File: config.mk
export PLATFORM = sky130hd
export DESIGN_NAME = efcaf_front_flat
export DESIGN_NICKNAME = d
export VERILOG_FILES = /design/src/rtl/efcaf_pkg.sv /design/src/rtl/efcaf_if.sv /design/src/rtl/efcaf_front.sv /design/src/flat_wrapper.sv
export SDC_FILE = /design/constraint.sdc
export NUM_CORES = 1
export LEC_CHECK = 0
export BUFFER_PORTS_ARGS = -buffer_cell sky130_fd_sc_hd__buf_2
export CORE_MARGIN = 5
export CORE_UTILIZATION = 35
export DETAILED_ROUTE_END_ITERATION = 8
export PLACE_DENSITY = 0.73
export SYNTH_ARGS = -nofsm -noshare
export SYNTH_HDL_FRONTEND = slang
export SYNTH_SLANG_ARGS = --single-unit
File: constraint.sdc
create_clock -name vclk -period 2.4
set_clock_uncertainty 0.05 [all_clocks]
set_input_delay 0.12 -clock vclk [all_inputs]
set_output_delay 0.12 -clock vclk [all_outputs]
set_load 0.01 [all_outputs]
File: src/rtl/efcaf_pkg.sv
// Shared types, constants and a helper function for the encoder frame check
// and angle filter. No dependencies.
package efcaf_pkg;

  // Frame and result field widths
  localparam int FRAME_W     = 24;
  localparam int ANGLE_W     = 14;
  localparam int OUT_ANGLE_W = 16;
  localparam int CRC_W       = 6;
  localparam int CRC_DATA_W  = FRAME_W - CRC_W;
  localparam int FIELD_W     = 2;
  localparam int ALPHA_W     = 16;
  localparam logic [ALPHA_W-1:0] ALPHA_RESET = 16'd26214;

  // CORDIC setup
  localparam int CORDIC_STEPS = 16;
  localparam int ANGLE_BITS   = 14;
  localparam int CNT_W        = $clog2(CORDIC_STEPS);
  localparam int CW           = 35;  // x/y datapath, covers both modes
  localparam int ZW           = 33;  // angle accumulator, 2^-32 turn
  localparam int CORDIC_GAIN  = 652032874;
  localparam logic [31:0] HALF_TURN = 32'h8000_0000;
  localparam int ATAN_N       = 24;
  localparam int ATAN_IDX_W   = $clog2(ATAN_N);

  // Filter state, signed Q1.16
  localparam int STATE_W = 18;
  localparam int ACC_W   = 37;

  localparam int QUEUE_DEPTH = 2;
  localparam int QPTR_W      = $clog2(QUEUE_DEPTH);
  localparam int QCNT_W      = $clog2(QUEUE_DEPTH + 1);

  localparam logic [31:0] TURN_ATAN [ATAN_N] = '{
    32'h20000000, 32'h12E4051E, 32'h09FB385B, 32'h051111D4, 32'h028B0D43, 32'h0145D7E1,
    32'h00A2F61E, 32'h00517C55, 32'h0028BE53, 32'h00145F2F, 32'h000A2F98, 32'h000517CC,
    32'h00028BE6, 32'h000145F3, 32'h0000A2FA, 32'h0000517D, 32'h000028BE, 32'h0000145F,
    32'h00000A30, 32'h00000518, 32'h0000028C, 32'h00000146, 32'h000000A3, 32'h00000051
  };

  // x^(b+6) mod x^6+x+1 for data bit b
  localparam logic [CRC_W-1:0] CRC_COL [CRC_DATA_W] = '{
    6'h03, 6'h06, 6'h0C, 6'h18, 6'h30, 6'h23, 6'h05, 6'h0A, 6'h14,
    6'h28, 6'h13, 6'h26, 6'h0F, 6'h1E, 6'h3C, 6'h3B, 6'h35, 6'h29
  };

  typedef struct packed {
    logic [ANGLE_W-1:0] raw_angle;
    logic [FIELD_W-1:0] fld_strength;
    logic               btn_pressed;
    logic               trk_loss;
    logic               crc_ok;
    logic [CRC_W-1:0]   rx_crc;
    logic [CRC_W-1:0]   computed_crc;
  } item_t;

  typedef struct packed {
    logic  push;
    item_t item;
  } q_wr_t;

  typedef struct packed {
    logic  valid;
    item_t item;
  } q_rd_t;

  typedef enum logic [2:0] {
    BK_IDLE,
    BK_ROT,
    BK_ROUND,
    BK_IIR_X,
    BK_IIR_Y,
    BK_VEC_INIT,
    BK_VEC,
    BK_OUT
  } back_state_t;

  function automatic logic [CRC_W-1:0] crc6_of(input logic [CRC_DATA_W-1:0] d);
    logic [CRC_W-1:0] crc;
    crc = '0;
    for (int b = 0; b < CRC_DATA_W; b++) begin
      if (d[b]) crc = crc ^ CRC_COL[b];
    end
    return crc;
  endfunction

endpackage

File: src/rtl/efcaf_if.sv
// Handshake channel interfaces: sensor frame in, result out, alpha write.
// Depends on efcaf_pkg for field widths.
interface efcaf_frame_if import efcaf_pkg::*; ();
  logic               valid;
  logic               ready;
  logic [FRAME_W-1:0] frame;
  modport source (output valid, output frame, input ready);
  modport sink   (input valid, input frame, output ready);
endinterface


File: src/rtl/efcaf_front.sv
// Front end: accepts sensor frames, splits fields and checks the CRC6.
// Depends on efcaf_pkg and efcaf_frame_if.
module efcaf_front import efcaf_pkg::*; (
  efcaf_frame_if.sink in_ch,
  input  logic        q_full,
  output q_wr_t       q_wr
);

  logic [CRC_W-1:0] calc_crc;

  assign calc_crc = crc6_of(in_ch.frame[FRAME_W-1:CRC_W]);
  assign in_ch.ready = !q_full;

  always_comb begin
    q_wr.push              = in_ch.valid && !q_full;
    q_wr.item.raw_angle    = in_ch.frame[FRAME_W-1:FRAME_W-ANGLE_W];
    q_wr.item.trk_loss     = in_ch.frame[9];
    q_wr.item.btn_pressed  = in_ch.frame[8];
    q_wr.item.fld_strength = in_ch.frame[7:6];
    q_wr.item.rx_crc       = in_ch.frame[CRC_W-1:0];
    q_wr.item.computed_crc = calc_crc;
    q_wr.item.crc_ok       = (in_ch.frame[CRC_W-1:0] == calc_crc);
  end

endmodule

File: src/flat_wrapper.sv
// flat-port wrapper written by rule: the top's interface ports become plain ports
module efcaf_front_flat import efcaf_pkg::*;
  (q_full, q_wr, in_ch_valid, in_ch_frame, in_ch_ready);
  efcaf_frame_if in_ch_i ();
  input  logic q_full;
  output q_wr_t q_wr;
  input wire logic [$bits(in_ch_i.valid)-1:0] in_ch_valid;
  input wire logic [$bits(in_ch_i.frame)-1:0] in_ch_frame;
  output wire logic [$bits(in_ch_i.ready)-1:0] in_ch_ready;
  assign in_ch_i.valid = in_ch_valid;
  assign in_ch_i.frame = in_ch_frame;
  assign in_ch_ready = in_ch_i.ready;
  efcaf_front u_core (.in_ch(in_ch_i), .q_full(q_full), .q_wr(q_wr));
endmodule
# Word level (Yosys, flattened, before mapping)
# Cells that the tools add are included.
[word_totals]
latchBits = 0
n_memories = 0
out_inout_bits = 33
regBits = 0
rom_bits = 0
inputBits = 26
wordCells = 38
mem_bits_rw = 0
[op_classes]
n_mux = 18
n_eq_ne = 1
div = 0
mul = 0
n_bitwise = 17
shifts = 0
reduce_logical = 2
add_sub_neg = 0
magnitude_cmp = 0
[ops]
columns = ["cell", "n"]
rows = [
  ["$mux 6", 8],
  ["$mux 5", 4],
  ["$not 4->4", 4],
  ["$mux 4", 3],
  ["$not 3->3", 4],
  ["$not 1->2", 4],
  ["$not 2->2", 4],
  ["$eq 6x6->1", 1],
  ["$mux 3", 2],
  ["$not 5->5", 1],
  ["$mux 2", 1],
  ["$logic_and 1x1->1", 1],
  ["$logic_not 1->1", 1],
]

# Longest topological paths before layout
# Gate-level depths: netlist of the first run.
[depth]
word_depth = 36
ltp_mapped = 5
depth_no_buf = 5

# Least setup slack after synthesis of the first run
# OpenSTA, ideal clock, no wires.
[synth_path]
path_type = "input to output"
start = "in in_ch_frame[21]"
end = "out q_wr[12] (netlist name)"
t_required_ns = 2.230
path_slack_ns = 0.779
stages = 5
arrival_time_ns = 1.451
n_path_buf = 0
path_cell_list = "xnor2_2 xor3_1 or2_0 mux2_4 nor4_2"
[synth_lines]
columns = ["item", "line", "source"]
rows = [
  ["from (decl)", "flat_wrapper.sv:8", "input wire logic [$bits(in_ch_i.frame)-1:0] in_ch_frame;"],
  ["to (decl)", "flat_wrapper.sv:6", "output q_wr_t q_wr;"],
]

==> impl_metrics.env, run 1 <==
export IMPL_layout_worst_path_cycle_share_pct=80.7
export IMPL_critPathArrivalTime_ps=1770
export IMPL_outcome="completed"
export IMPL_cap_violations=0
export IMPL_synth_distinct_cells=17
export IMPL_grtUsageTotal_pct=8.65
export IMPL_syn_area_um2=727
export IMPL_hpwlAfterDp_um=1420
export IMPL_worst_slew_pin_transition_ps=430
export IMPL_die_area_um2=3090
export IMPL_worstSetupEndpointType="primary output"
export IMPL_ant_nets=0
export IMPL_setup_violations=0
export IMPL_fin_crit_ps=1940
export IMPL_wl_per_cell_um=11.0
export IMPL_yosysTopAreaCellShare_pct=25.3
export IMPL_netSwitchingFraction_pct=46.2
export IMPL_crit_end="q_wr[12]"
export IMPL_crit_slowest_cell="xor2_1"
export IMPL_cp_start_kind="primary input"
export IMPL_hold_viol=0
export IMPL_port_buffers=59
export IMPL_required_ps=2230
export IMPL_critPathMaxFanout=4
export IMPL_nets=135
export IMPL_gp_congestion=0.752
export IMPL_post_cts_setup_buffer_count=0
export IMPL_cp_cell_sequence="buf_2, xor2_1, xnor2_2, xor2_1, xnor3_1, nor4_2, buf_2"
export IMPL_syn_to_final_growth_pct=20.5
export IMPL_yosys_area_top_type="xnor2_1"
export IMPL_grt_max_degree=6
export IMPL_die_h_um=55.6
export IMPL_hold_slack_ps=393
export IMPL_fmax_mhz=516
export IMPL_power_leakage_uw=0.000479
export IMPL_fill_cells=206
export IMPL_clkPwrFrac_pct=0
export IMPL_routed_wirelength_um=1470
export IMPL_setup_worst_path_start="in_ch_frame[21]"
export IMPL_synthTopCellsByArea="xnor2_1 25%, buf_4 25%, xnor3_1 9.3%"
export IMPL_start_util_pct=37.1
export IMPL_p_total_uw=383
export IMPL_whs_path_depth=2
export IMPL_report_final_slew_viol_count=0
export IMPL_yosys_top_cells_count="24 x buf_4, 21 x xnor2_1, 7 x xor2_1, 4 x xnor2_2, 3 x xnor3_1"
export IMPL_grt_overflow=0
export IMPL_yosys_warnings=0
export IMPL_seqCellArea_um2=0
export IMPL_fin_tns_setup_ps=0
export IMPL_route_detailed_drc=0
export IMPL_synthCells=72
export IMPL_die_w_um=55.6
export IMPL_slowest_delay_ps=320
export IMPL_fp_row_count=16
export IMPL_ctsHoldBuffers=0
export IMPL_syn_nets=98
export IMPL_io_pins=59
export IMPL_grt_pass1_vias=553
export IMPL_seq_cells=0
export IMPL_netSwitchingPower_uw=177
export IMPL_core_area_um2=1960
export IMPL_ir_worst_vdd_v=0.000188
export IMPL_grt_pass1_wl_um=2330
export IMPL_antenna_cells=0
export IMPL_drt_initial_drc_count=3
export IMPL_combinationalPowerShare_pct=100.0
export IMPL_dr_total_vias=546
export IMPL_path_class="primary input to primary output"
export IMPL_utilization_pct=44.6
export IMPL_dr_pass1_iters=4
export IMPL_p_int_uw=206
export IMPL_antenna_found_initial=0
export IMPL_clock_buffer_count=0
export IMPL_yosysSeqAreaShare_pct=0
export IMPL_powerDensity_nw_per_um2=437
export IMPL_hold_path_class="primary input to primary output"
export IMPL_rsz0062_at_grt="false"
export IMPL_slew_headroom_pct=71.1
export IMPL_yosysMostFrequentCell="buf_4"
export IMPL_ctsResizeCount=0
export IMPL_viasPerCell=4.07
export IMPL_synth_area_per_cell_um2=10.1
export IMPL_drive_above_1_share_pct=62.6
export IMPL_p_seq_share_pct=0
==> through the flow <==
stage | cell area (µm²) | worst slack, ps | std cells
3_5_place_dp | 876 | 439 | 134
2_1_floorplan | 727 | 779 | 72
6_report | 876 | 463 | 134
5_1_grt | 876 | 367 | 134
3_3_place_gp | 876 | 503 | 134
4_1_cts | 876 | 427 | 134
==> final cells by class <==
| class | count | area [µm²] | area share (%) |
|---|---|---|---|
| multi-input combinational | 47 | 543 | 62.0 |
| inverter | 1 | 3.75 | 0.429 |
| timing repair buffer | 59 | 295 | 33.7 |
| tap | 27 | 33.8 | 3.86 |
==> layout by cell type, fill, tap and decap left out, drive strengths merged <==
| cell | instances |
|---|---|
| buf | 59 |
| xnor2 | 25 |
| xor2 | 7 |
| xnor3 | 4 |
| xor3 | 3 |
| inv | 1 |
| nor2b | 1 |
| nor2 | 1 |
| and2 | 1 |
| mux2i | 1 |
| nand2 | 1 |
| or2 | 1 |
| mux2 | 1 |
| nor4 | 1 |
==> power groups by stage <==
stage	registers [µW]	clock network (µW)	logic, µW
2_1_floorplan	0	0	295
6_report	0	0	383
3_3_place_gp	0	0	381
4_1_cts	0	0	390
5_1_grt	0	0	414
3_5_place_dp	0	0	390
==> critical path, delay by kind of cell <==
kind	cells	cell delay, ps
buffers and inverters	2	320
XOR/XNOR	4	1090
AND/OR/NAND/NOR	1	240
==> layer usage <==
layer  track usage (%)  routed length [µm]
met3              2.55                 161
met5                 0                   0
met1              8.81                 498
met2              17.9                 809
met4                 0                   0
==> cell families after synthesis <==
| kind of cell | after synthesis | share of synthesized area (%) |
|---|---|---|
| xor+xnor | 39 | 65.9 |
| simple gates | 6 | 5.34 |
| buf+inv | 25 | 25.3 |
| mux | 2 | 3.44 |
==> worst min path at each step <==
stage                     slack, ps            from          end
final                           390  in_ch_frame[3]      q_wr[9]
after global routing            400  in_ch_frame[4]     q_wr[10]
after CTS                       390  in_ch_frame[3]      q_wr[9]
after detailed placement        390  in_ch_frame[3]      q_wr[9]
after global placement          390  in_ch_frame[3]      q_wr[9]
after floorplan                 230          q_full  in_ch_ready
No activity file was read; power rests on OpenSTA's default activity.
==> inputs of run 2 (changes only) <==
- PLACE_DENSITY: 0.73 -> 0.76
- clock period: 2.4 -> 1.7 ns (I/O delays scaled with it)
==> run 2 against run 1 <==
- the flow now finishes with violations (negative setup slack)
- worst hold slack lost 70 ps
- sequential cell count is the same
- core utilization grew 6.3 points
- cell count grew 7.5%
- critical endpoint unchanged
==> impl_metrics.env, run 2 (synthesis results as in run 1) <==
export IMPL_outcome="finished, violations left"
export IMPL_violations="negative setup slack"
export IMPL_io_pins=59
export IMPL_seqCellArea_um2=0
export IMPL_fp_row_count=16
export IMPL_fill_cells=211
export IMPL_finalWorstSetupSlack_ps=-42.7
export IMPL_grtUsageTotal_pct=10.3
export IMPL_nets=145
export IMPL_ctsHoldBuffers=0
export IMPL_setup_violations=1
export IMPL_wl_met3_um=220
export IMPL_dr_total_vias=579
export IMPL_power_leakage_uw=0.000542
export IMPL_worst_slew_pin_transition_ps=459
export IMPL_viasPerCell=4.02
export IMPL_utilization_pct=51.0
export IMPL_rsz0062_at_grt="true"
export IMPL_fmax_mhz=574
export IMPL_hold_viol=0
export IMPL_route_detailed_drc=0
export IMPL_cap_violations=0
export IMPL_die_w_um=55.6
export IMPL_wl_met1_um=548
export IMPL_start_util_pct=37.1
export IMPL_grt_overflow=0
export IMPL_layout_worst_path_cycle_share_pct=103
export IMPL_ant_nets=0
export IMPL_critPathMaxFanout=3
export IMPL_grt_max_degree=6
export IMPL_die_h_um=55.6
export IMPL_pre_cts_ws_ps=-84.0
export IMPL_critPathArrivalTime_ps=1610
export IMPL_multi_input_area_um2=589
export IMPL_seq_cells=0
export IMPL_path_class="primary input to primary output"
export IMPL_clock_buffer_count=0
export IMPL_dr_pass1_iters=2
export IMPL_fin_crit_ps=1740
export IMPL_post_cts_setup_buffer_count=0
export IMPL_grt_pass1_wl_um=2780
export IMPL_wl_per_cell_um=11.4
export IMPL_slew_headroom_pct=69.2
export IMPL_cp_start_kind="primary input"
export IMPL_hpwlAfterDp_um=1500
export IMPL_hold_path_class="primary input to primary output"
export IMPL_grt_pass1_vias=619
export IMPL_antenna_cells=0
export IMPL_antenna_found_initial=0
export IMPL_worstSetupEndpointType="primary output"
export IMPL_drive_above_1_share_pct=69.2
export IMPL_syn_to_final_growth_pct=37.5
export IMPL_ir_worst_vdd_v=0.000258
export IMPL_required_ps=1560
export IMPL_layout_common_cells="58 x buf_2, 19 x xnor2_1, 11 x buf_4"
export IMPL_gp_congestion=0.774
export IMPL_routed_wirelength_um=1640
export IMPL_die_area_um2=3090
export IMPL_top_layer="met3"
export IMPL_core_area_um2=1960
export IMPL_final_common_cell="buf_2"
export IMPL_report_final_slew_viol_count=0
export IMPL_port_buffers=59
export IMPL_drt_initial_drc_count=2
export IMPL_wl_met2_um=870
export IMPL_powerDensity_nw_per_um2=651
==> run 2: metrics by stage <==
step	power [µW]	hold slack [ps]	TNS (ps)	cell area, µm²	instances
2_1_floorplan	416	164	0	727	72
3_3_place_gp	603	324	-44.2	951	144
3_5_place_dp	615	326	-84.0	951	144
4_1_cts	623	327	-57.3	972	144
5_1_grt	708	336	-136	1000	144
6_report	651	323	-42.7	1000	144
==> run 2: final timing paths <==
path,startpoint,to,slack [ps],cells after the start
max,in_ch_frame[20],q_wr[12],-40,8
min,in_ch_frame[5],q_wr[11],320,2
==> run 2: repair_timing <==
item / CTS / global route
endpoints found under the setup margin: 1 / 1
gates resized for setup: 3 / 4
pin swaps: 1 / 1
==> run 2: cell type report <==
type | count | area share [%]
multi-input combinational | 47 | 58.9
timing repair buffer | 69 | 37.3
tap | 27 | 3.38
inverter | 1 | 0.375
==> run 2: metal layers <==
layer  GRT usage (%)  vias to the layer above
met5               0                        -
met4           0.347                        0
met3            4.64                        0
met2            20.1                       33
met1            10.5                      254
li1                -                      292
==> run 2: power breakdown <==
part           switching (µW)  internal, µW
sequential                  0             0
combinational             290           361
clock                       0             0
total                     290           361
==> run 2: critical path, stage by stage <==
cell and delay, ps:
buf_2 110, buf_4 140, xnor2_2 230, xnor2_1 130, xnor2_1 250, xnor3_1 300
nor4_4 210, buf_2 170
