$ cat src/rtl/efcaf_pkg.sv
// Shared types, constants and a helper function for the encoder frame check
// and angle filter. No dependencies.
package efcaf_pkg;

  // Frame and result field widths
  localparam int FRAME_W     = 24;
  localparam int ANGLE_W     = 14;
  localparam int OUT_ANGLE_W = 16;
  localparam int CRC_W       = 6;
  localparam int CRC_DATA_W  = FRAME_W - CRC_W;
  localparam int FIELD_W     = 2;
  localparam int ALPHA_W     = 16;
  localparam logic [ALPHA_W-1:0] ALPHA_RESET = 16'd26214;

  // CORDIC setup
  localparam int CORDIC_STEPS = 16;
  localparam int ANGLE_BITS   = 14;
  localparam int CNT_W        = $clog2(CORDIC_STEPS);
  localparam int CW           = 35;  // x/y datapath, covers both modes
  localparam int ZW           = 33;  // angle accumulator, 2^-32 turn
  localparam int CORDIC_GAIN  = 652032874;
  localparam logic [31:0] HALF_TURN = 32'h8000_0000;
  localparam int ATAN_N       = 24;
  localparam int ATAN_IDX_W   = $clog2(ATAN_N);

  // Filter state, signed Q1.16
  localparam int STATE_W = 18;
  localparam int ACC_W   = 37;

  localparam int QUEUE_DEPTH = 2;
  localparam int QPTR_W      = $clog2(QUEUE_DEPTH);
  localparam int QCNT_W      = $clog2(QUEUE_DEPTH + 1);

  localparam logic [31:0] TURN_ATAN [ATAN_N] = '{
    32'h20000000, 32'h12E4051E, 32'h09FB385B, 32'h051111D4, 32'h028B0D43, 32'h0145D7E1,
    32'h00A2F61E, 32'h00517C55, 32'h0028BE53, 32'h00145F2F, 32'h000A2F98, 32'h000517CC,
    32'h00028BE6, 32'h000145F3, 32'h0000A2FA, 32'h0000517D, 32'h000028BE, 32'h0000145F,
    32'h00000A30, 32'h00000518, 32'h0000028C, 32'h00000146, 32'h000000A3, 32'h00000051
  };

  // x^(b+6) mod x^6+x+1 for data bit b
  localparam logic [CRC_W-1:0] CRC_COL [CRC_DATA_W] = '{
    6'h03, 6'h06, 6'h0C, 6'h18, 6'h30, 6'h23, 6'h05, 6'h0A, 6'h14,
    6'h28, 6'h13, 6'h26, 6'h0F, 6'h1E, 6'h3C, 6'h3B, 6'h35, 6'h29
  };

  typedef struct packed {
    logic [ANGLE_W-1:0] raw_angle;
    logic [FIELD_W-1:0] fld_strength;
    logic               btn_pressed;
    logic               trk_loss;
    logic               crc_ok;
    logic [CRC_W-1:0]   rx_crc;
    logic [CRC_W-1:0]   computed_crc;
  } item_t;

  typedef struct packed {
    logic  push;
    item_t item;
  } q_wr_t;

  typedef struct packed {
    logic  valid;
    item_t item;
  } q_rd_t;

  typedef enum logic [2:0] {
    BK_IDLE,
    BK_ROT,
    BK_ROUND,
    BK_IIR_X,
    BK_IIR_Y,
    BK_VEC_INIT,
    BK_VEC,
    BK_OUT
  } back_state_t;

  function automatic logic [CRC_W-1:0] crc6_of(input logic [CRC_DATA_W-1:0] d);
    logic [CRC_W-1:0] crc;
    crc = '0;
    for (int b = 0; b < CRC_DATA_W; b++) begin
      if (d[b]) crc = crc ^ CRC_COL[b];
    end
    return crc;
  endfunction

endpackage

$ cat src/rtl/efcaf_queue.sv
// Small register FIFO of classified frames between front and back end.
// Depends on efcaf_pkg.
module efcaf_queue import efcaf_pkg::*; (
  input  logic  clk,
  input  logic  rst_n,
  input  q_wr_t q_wr,
  output logic  q_full,
  output q_rd_t q_rd,
  input  logic  q_pop
);

  item_t              mem_r [QUEUE_DEPTH];
  logic [QPTR_W-1:0]  wr_ptr_r, wr_ptr_nxt;
  logic [QPTR_W-1:0]  rd_ptr_r, rd_ptr_nxt;
  logic [QCNT_W-1:0]  count_r, count_nxt;
  logic               do_push, do_pop;

  assign q_full     = (count_r == QCNT_W'(QUEUE_DEPTH));
  assign q_rd.valid = (count_r != '0);
  assign q_rd.item  = mem_r[rd_ptr_r];
  assign do_push    = q_wr.push && !q_full;
  assign do_pop     = q_pop && q_rd.valid;

  always_comb begin
    wr_ptr_nxt = wr_ptr_r;
    rd_ptr_nxt = rd_ptr_r;
    count_nxt  = count_r;
    if (do_push) begin
      wr_ptr_nxt = (wr_ptr_r == QPTR_W'(QUEUE_DEPTH - 1)) ? '0 : wr_ptr_r + 1'b1;
    end
    if (do_pop) begin
      rd_ptr_nxt = (rd_ptr_r == QPTR_W'(QUEUE_DEPTH - 1)) ? '0 : rd_ptr_r + 1'b1;
    end
    if (do_push && !do_pop) begin
      count_nxt = count_r + 1'b1;
    end else if (do_pop && !do_push) begin
      count_nxt = count_r - 1'b1;
    end
  end

  always_ff @(posedge clk) begin
    if (!rst_n) begin
      wr_ptr_r <= '0;
      rd_ptr_r <= '0;
      count_r  <= '0;
    end else begin
      wr_ptr_r <= wr_ptr_nxt;
      rd_ptr_r <= rd_ptr_nxt;
      count_r  <= count_nxt;
    end
  end

  always_ff @(posedge clk) begin
    if (do_push) mem_r[wr_ptr_r] <= q_wr.item;
  end

endmodule

$ cat config.mk
export PLATFORM = sky130hd
export DESIGN_NAME = efcaf_queue
export DESIGN_NICKNAME = d
export VERILOG_FILES = /design/src/rtl/efcaf_pkg.sv /design/src/rtl/efcaf_queue.sv
export SDC_FILE = /design/constraint.sdc
export NUM_CORES = 1
export LEC_CHECK = 0
export BUFFER_PORTS_ARGS = -buffer_cell sky130_fd_sc_hd__buf_2
export CAP_MARGIN = 20
export CORE_ASPECT_RATIO = 2
export CORE_MARGIN = 10
export CORE_UTILIZATION = 40
export DETAILED_ROUTE_END_ITERATION = 8
export PLACE_DENSITY = 0.68
export SYNTH_ARGS = -nofsm -noshare
export SYNTH_HDL_FRONTEND = slang
export SYNTH_SLANG_ARGS = --single-unit
export TNS_END_PERCENT = 100
$ cat constraint.sdc
create_clock -name clk -period 2.75 [get_ports clk]
set_input_delay 0.275 -clock clk [delete_from_list [all_inputs] [get_ports clk]]
set_output_delay 0.275 -clock clk [all_outputs]
set_load 0.01 [all_outputs]
After elaboration in Yosys (flattened, before gate mapping)

Memory sizes are Yosys's and may differ from the RTL's. A register that Yosys moved wholly into a read port is not among the register bits.
Index checks and enable logic that the tools add are counted.

Add/subtract/negate cells: 4
Equal/unequal tests: 1
Multiplexer cells: 8
Reductions and logical operators: 9

Operators with widths:

| cell                                                               | count |
|---|---|
| 1-bit two-way mux                                                  | 6 |
| 1-bit logical AND                                                  | 4 |
| 2-bit two-way mux                                                  | 2 |
| 2-bit nonzero test                                                 | 2 |
| 1-bit zero test                                                    | 3 |
| 1-bit adder, second input constant                                 | 2 |
| 2-bit by 1-bit adder with 2-bit output, second input constant      | 1 |
| 2-bit == test, second input constant                               | 1 |
| 2-bit by 1-bit subtractor with 2-bit output, second input constant | 1 |

Bits in registers: 4
Memory bits (writable): 62
Output and inout port bits: 33
Memories kept: 1

Memory list:

| memory | words | width | rd ports | clocked after Yosys merged registers in | write ports | RTL line          | text |
|---|---|---|---|---|---|---|---|
| mem_r  | 2     | 31    | 1        | 1                                       | 1           | efcaf_queue.sv:12 | `item_t mem_r [QUEUE_DEPTH];` |

Depth between registers and ports, before layout

Gate-level depths: netlist of run 1.

Word-level depth: 7
Depth in mapped cells: 7

Worst setup path before layout of run 1

OpenSTA, ideal clock, no wires.

Path type: reg2reg
Start: register count_r[0]
End: memory mem_r[0][0] (netlist bit), enable pin
Arrival time: 1.848 ns
Slack: 0.486 ns
Stages on the path, launching flop included: 4
Buffers on the path: 0
Path through: dfxtp_1 > nand2b_1 > inv_2 > nor3_2

Longest elaborated chain between the ends: 5

RTL lines:

| what                                    | RTL line          | text |
|---|---|---|
| from (decl)                             | efcaf_queue.sv:15 | `logic [QCNT_W-1:0] count_r, count_nxt;` |
| from (signal assigned)                  | efcaf_queue.sv:49 | `count_r <= count_nxt;` |
| 2-bit == test                           | efcaf_queue.sv:18 | `assign q_full = (count_r == QCNT_W'(QUEUE_DEPTH));` |
| via q_full                              | efcaf_queue.sv:7  | `output logic q_full,` |
| 1-bit zero test                         | efcaf_queue.sv:21 | `assign do_push = q_wr.push && !q_full;` |
| 1-bit logical AND                       | efcaf_queue.sv:21 |  |
| 1-bit two-way mux                       | efcaf_queue.sv:54 | `if (do_push) mem_r[wr_ptr_r] <= q_wr.item;` |
| 1-bit two-way mux (not written as such) | efcaf_queue.sv:54 |  |
| to (decl)                               | efcaf_queue.sv:12 |  |

The timed path passes the listed nets, and every way through them passes these cells.

==> flow_summary.ini, run 1 <==
[synthesis]
synth.distinct_cells = 21
syn-mean-instance-area_sq_um = 20.4
ys_seq_area_frac = 0.797
synth_top_area_cell = edfxtp_1
yosys.area.top_type_share = 0.756
syn_inst = 121
ys_top_cells_by_area = edfxtp_1 (76%), mux2_2 (14%), dfxtp_1 (4.1%)
synth_seq_cells = 67
mappedNetlistArea_sq_um = 2460
yosysWarningCount = 0
synth_nets = 157

[setup_path]
path_cells = buf_4 -> mux2_2 -> buf_2
max_stage_delay_ns = 0.40
critPathSlowestCell = mux2_2
path_class = flop to output pin
cp_max_fo = 28
crit-reg2reg-launch = count_r[0]
cp_num_cells = 3
r2r_slack_ns = 1.10
path_delay_family = buffers and inverters
required_ns = 2.48
endpoint = q_rd[27]
r2r_end = mem_r[0][5]
cp.arrival_ns = 1.64
reg2reg_depth = 4
worst_setup_path_end_kind = output pin
critPathLaunchType = flop
crit_buf_inv = 2

[finish]
register_area_sq_um = 1960
multi_input_area_sq_um = 484
drive_above_1_share = 0.567
nets = 235
n_antenna_cell = 0
fill_cells = 526
area_delta_synth_final_pct = 27.5
post_layout_nonfiller_instances = 266

[route]
first_iter_violations = 74
dr.pass1.iters = 3
routed_via_density = 4.88
vias = 1299
drt-total-wl_mm = 4.60
antenna_left = 0
drcViolationCount = 0
wl_per_cell_microns = 17.3

[pwr]
p_comb_frac = 0.243
p_leak_nw = 1.20
swShare = 0.260
p_switching_mw = 0.782
cellPowerDensity_nw_per_um2 = 959
p_clk_frac = 0.314
ir_worst_vdd_mv = 0.532
p_seq_frac = 0.443
power.internal_mw = 2.23

[placement]
dp.cells = 251
gp_congestion = 0.695
dp_hpwl_mm = 3.29
numPortBuffers = 67

[timing]
worst_pin_slew_ns = 0.387
finalHoldViolCount = 0
fin_skew_ns = 0.00218
rsz0062_at_grt = no
finalMaxSlewViolations = 0
setup_viol = 0
fmax_mhz = 523
hold-worst-slack_ns = 0.147
relSlewSlack = 0.742
setup_tns_ns = 0
period_minus_slack_ns = 1.91
period_share = 0.695

[cts]
cts_resized = 0
cts_setup_buffers = 0
cts_tree = built
cts_root_buffer = clkbuf_16
cts_buffers = 9
htree_levels = 3
cts.sinks = 67
hold_buffers = 0
path_clk_slew_ns = 0.05
worstSkewPairLatency_ns = 0.31
clk_path_buf_depth = 2

[grt]
grt_usage = 0.0992
gr-total-overflow = 0
grt_pass1_wl_mm = 7.09
grt_max_degree = 29
antenna_found_initial = 1
grt_pass1_vias = 1418

[floorplanning]
start_util = 0.410
io_pins = 68
die_x_microns = 75.5
fp.dieH_microns = 131
num_rows = 40
core_region_area_sq_um = 6010
die_area_sq_um = 9880

[outcome]
outcome = completed

[hold_path]
hp-class = primary input to flop

[flow_run]
drv_cap = 0
[routing by layer]
metal | vias to the layer above | track usage | routed length, microns
met2 | 39 | 0.164 | 2520
met5 | - | 0 | 13
met3 | 6 | 0.0491 | 353
met1 | 629 | 0.0966 | 1650
li1 | 623 | - | -
met4 | 2 | 0.0561 | 55
[stage by stage]
step | total power, mW | util | instance area (sq um) | worst slack, ns
5_1_grt | 3.18 | 0.523 | 3140 | 0.742
3_5_place_dp | 2.11 | 0.481 | 2890 | 1.07
4_1_cts | 3.07 | 0.523 | 3140 | 0.819
6_report | 3.01 | 0.523 | 3140 | 0.838
2_1_floorplan | 1.82 | - | 2460 | 0.486
3_3_place_gp | 2.10 | 0.481 | 2890 | 1.10
[how the worst min path moves through the flow]
| stage | to | slack (ns) | startpoint | cells after the start |
|---|---|---|---|---|
| after floorplan | mem_r[0][0] | 0.37 | q_wr[0] | 0 |
| after global placement | mem_r[1][22] | 0.46 | q_wr[22] | 1 |
| after detailed placement | mem_r[0][14] | 0.47 | q_wr[14] | 1 |
| after CTS | mem_r[1][18] | 0.14 | q_wr[18] | 1 |
| after global routing | mem_r[0][13] | 0.14 | q_wr[13] | 1 |
| final | mem_r[0][21] | 0.15 | q_wr[21] | 1 |
[cell usage in the layout (no fill, tap or decap), drive strengths merged]
master / Yosys / final
buf: 3 / 70
xnor2: 2 / 2
edfxtp: 62 / 62
and3: 1 / 1
inv: 2 / 2
clkinv: 0 / 5
mux2: 31 / 31
a21boi: 2 / 2
o21a: 1 / 1
and2: 3 / 3
or3: 1 / 1
clkbuf: 0 / 10
nor2: 1 / 1
nand2b: 1 / 1
xor2: 1 / 1
nor3: 1 / 1
dfxtp: 5 / 5
or2: 1 / 1
ha: 1 / 1
o21ai: 2 / 2
[synthesized netlist by cell type]
cell type,instances
buf_2,3
and2_1,3
edfxtp_1,62
and3_1,1
inv_1,1
xor2_1,1
or3_1,1
or2_2,1
a21boi_0,1
nand2b_1,1
o21ai_1,1
mux2_2,31
o21a_1,1
inv_2,1
dfxtp_1,5
a21boi_1,1
o21ai_0,1
nor2_1,1
ha_1,1
nor3_2,1
xnor2_1,2
[power by group through the flow]
stage / clock network (mW) / registers [mW] / logic, mW
after floorplan: 0 / 1.34 / 0.479
after global placement: 0 / 1.35 / 0.747
after detailed placement: 0 / 1.36 / 0.754
after CTS: 0.973 / 1.34 / 0.755
after global routing: 1.02 / 1.35 / 0.807
final: 0.945 / 1.34 / 0.731
[registers in the layout, summed over array words and instances (netlist names), named ones only]
signal	cells
mem_r	62
wr_ptr_r	1
count_r	2
rd_ptr_r	1
[logic make-up (layout without fill, tap and decap cells)]
family / Yosys count / count (layout) / share of synthesized area
and+or+nand+nor: 9 / 9 / 0.0234
muxes: 31 / 31 / 0.142
xor gates and xnor gates: 3 / 3 / 0.0107
buffers and inverters: 5 / 87 / 0.00914
AOI/OAI and AO/OA: 5 / 5 / 0.0132
adders and majority gates: 1 / 1 / 0.00508
DFF: 67 / 67 / 0.797
[worst register-to-register path: cells and delay by family, from the launching register on]
| kind | cells | cell delay, ns |
|---|---|---|
| buffers and inverters | 2 | 0.48 |
| DFF | 1 | 0.41 |
| and+or+nand+nor | 2 | 0.40 |
[cell type report]
cell class                 instances  area share
clock inverter                     5     0.00677
tap                               63      0.0251
inverter                           2     0.00239
multi-input combinational         49       0.154
clock buffer                      10      0.0729
sequential                        67       0.625
timing repair buffer              70       0.114
Power figures use the tool's default switching activity.
==> inputs of run 2 (changes only) <==
==> constraint.sdc (replaced) <==
create_clock -name clk -period 1.8 [get_ports clk]
set_input_delay 0.18 -clock clk [delete_from_list [all_inputs] [get_ports clk]]
set_output_delay 0.18 -clock clk [all_outputs]
set_load 0.01 [all_outputs]
==> flow_summary.ini, run 2 (synthesis results as in run 1) <==
[setup_path]
path_cells = nand2b_1 -> inv_2 -> nor2_1 -> ha_1 -> or3_1 -> a21boi_1
path_delay_family = simple AND/OR/NAND/NOR gates
worst_setup_path_end_kind = flop
cp.arrival_ns = 1.89
crit_buf_inv = 1
critPathSlowestCell = dfxtp_1
cp_max_fo = 5
max_stage_delay_ns = 0.41
critPathLaunchType = flop
path_class = flop to flop
required_ns = 2.05

[cts]
hold_buffers = 0
cts.sinks = 67
path_clk_slew_ns = 0.05
clk_path_buf_depth = 2
cts_resized = 0
cts_buffers = 9
cts_tree = built
cts_setup_buffers = 0
cts_root_buffer = clkbuf_16
worstSkewPairLatency_ns = 0.32
htree_levels = 3

[timing]
setup_tns_ns = 0
setup_viol = 0
finalMaxSlewViolations = 0
setup_ws_ns = 0.168
fmax_mhz = 613
period_share = 0.906
fin_skew_ns = 0.00584
worst_pin_slew_ns = 0.240
rsz0062_at_grt = no
period_minus_slack_ns = 1.63
relSlewSlack = 0.840
finalHoldViolCount = 0

[grt]
grt_max_degree = 18
antenna_found_initial = 0
grt_usage = 0.102
gr-total-overflow = 0
grt_pass1_vias = 1476
grt_pass1_wl_mm = 7.15

[finish]
final_area_sq_um = 3160
final_common_cell = buf_2
area_delta_synth_final_pct = 28.5
regMostFlops = mem_r
most-common-layout-cells = buf_2 (67), edfxtp_1 (62), mux2_2 (31)
post-route-util = 0.527
n_antenna_cell = 0
nets = 238
reg_top3 = mem_r x62, count_r x2
drive_above_1_share = 0.560
largest_reg_flops = 62
post_layout_nonfiller_instances = 270

[outcome]
outcome = completed

[pwr]
p_leak_nw = 1.21
ir_worst_vdd_mv = 0.825
cellPowerDensity_nw_per_um2 = 1480

[floorplanning]
die_x_microns = 75.5
fp.dieH_microns = 131
core_region_area_sq_um = 6010
num_rows = 40
start_util = 0.410
io_pins = 68
die_area_sq_um = 9880

[route]
wl_per_cell_microns = 17.7
vias = 1342
antenna_left = 0
dr.pass1.iters = 4
routed_via_density = 4.97
drt-total-wl_mm = 4.78
first_iter_violations = 58
drcViolationCount = 0

[placement]
place_area_sq_um = 2910
dp_hpwl_mm = 3.58
dp_slack_ns = 0.174
gp_congestion = 0.683
dp.cells = 254
numPortBuffers = 67

[flow_run]
drv_cap = 0

[hold_path]
hp-class = primary input to flop
run 2: cell types whose count changed in the layout (fill, tap and decap cells not counted):
| cell | change |
|---|---|
| clkbuf_1 | +6 |
| buf_4 | +3 |
| clkinv_1 | -3 |
| clkinv_2 | -2 |
run 2: power by group:
part / internal [mW] / switching [mW]
Combinational: 0.561 / 0.608
Sequential: 1.97 / 0.0687
Clock: 0.933 / 0.539
Total: 3.46 / 1.21
run 2: final timing paths:
kind              startpoint      endpoint  slack, ns  cells after the start
setup / recovery  count_r[0]    count_r[1]       0.17                      6
hold / removal      q_wr[14]  mem_r[1][14]       0.05                      1
setup reg to reg  count_r[0]    count_r[1]       0.17                      6
hold reg to reg   count_r[1]    count_r[1]       0.53                      2
run 2: final cells by class:
class,count,area (sq um)
multi-input cells,49,484
repair buffers,73,380
inverters,2,7.51
fillers,532,2840
well taps,63,78.8
flip-flops and latches,67,1960
clock buffers,16,251
run 2: stage by stage:
stage                     hold slack [ns]  total power, mW
final                              0.0461             4.67
after global routing               0.0367             4.92
after floorplan                     0.279             2.79
after detailed placement            0.371             3.27
after CTS                          0.0328             4.75
after global placement              0.368             3.23
run 2: metal layers:
layer	wire, microns	up-vias	part of all wire	global-route usage
met5	0	-	0	0
met4	96	0	0.020	0.0561
met3	332	6	0.069	0.0461
met2	2840	39	0.59	0.188
met1	1510	667	0.32	0.0844
li1	-	630	-	-
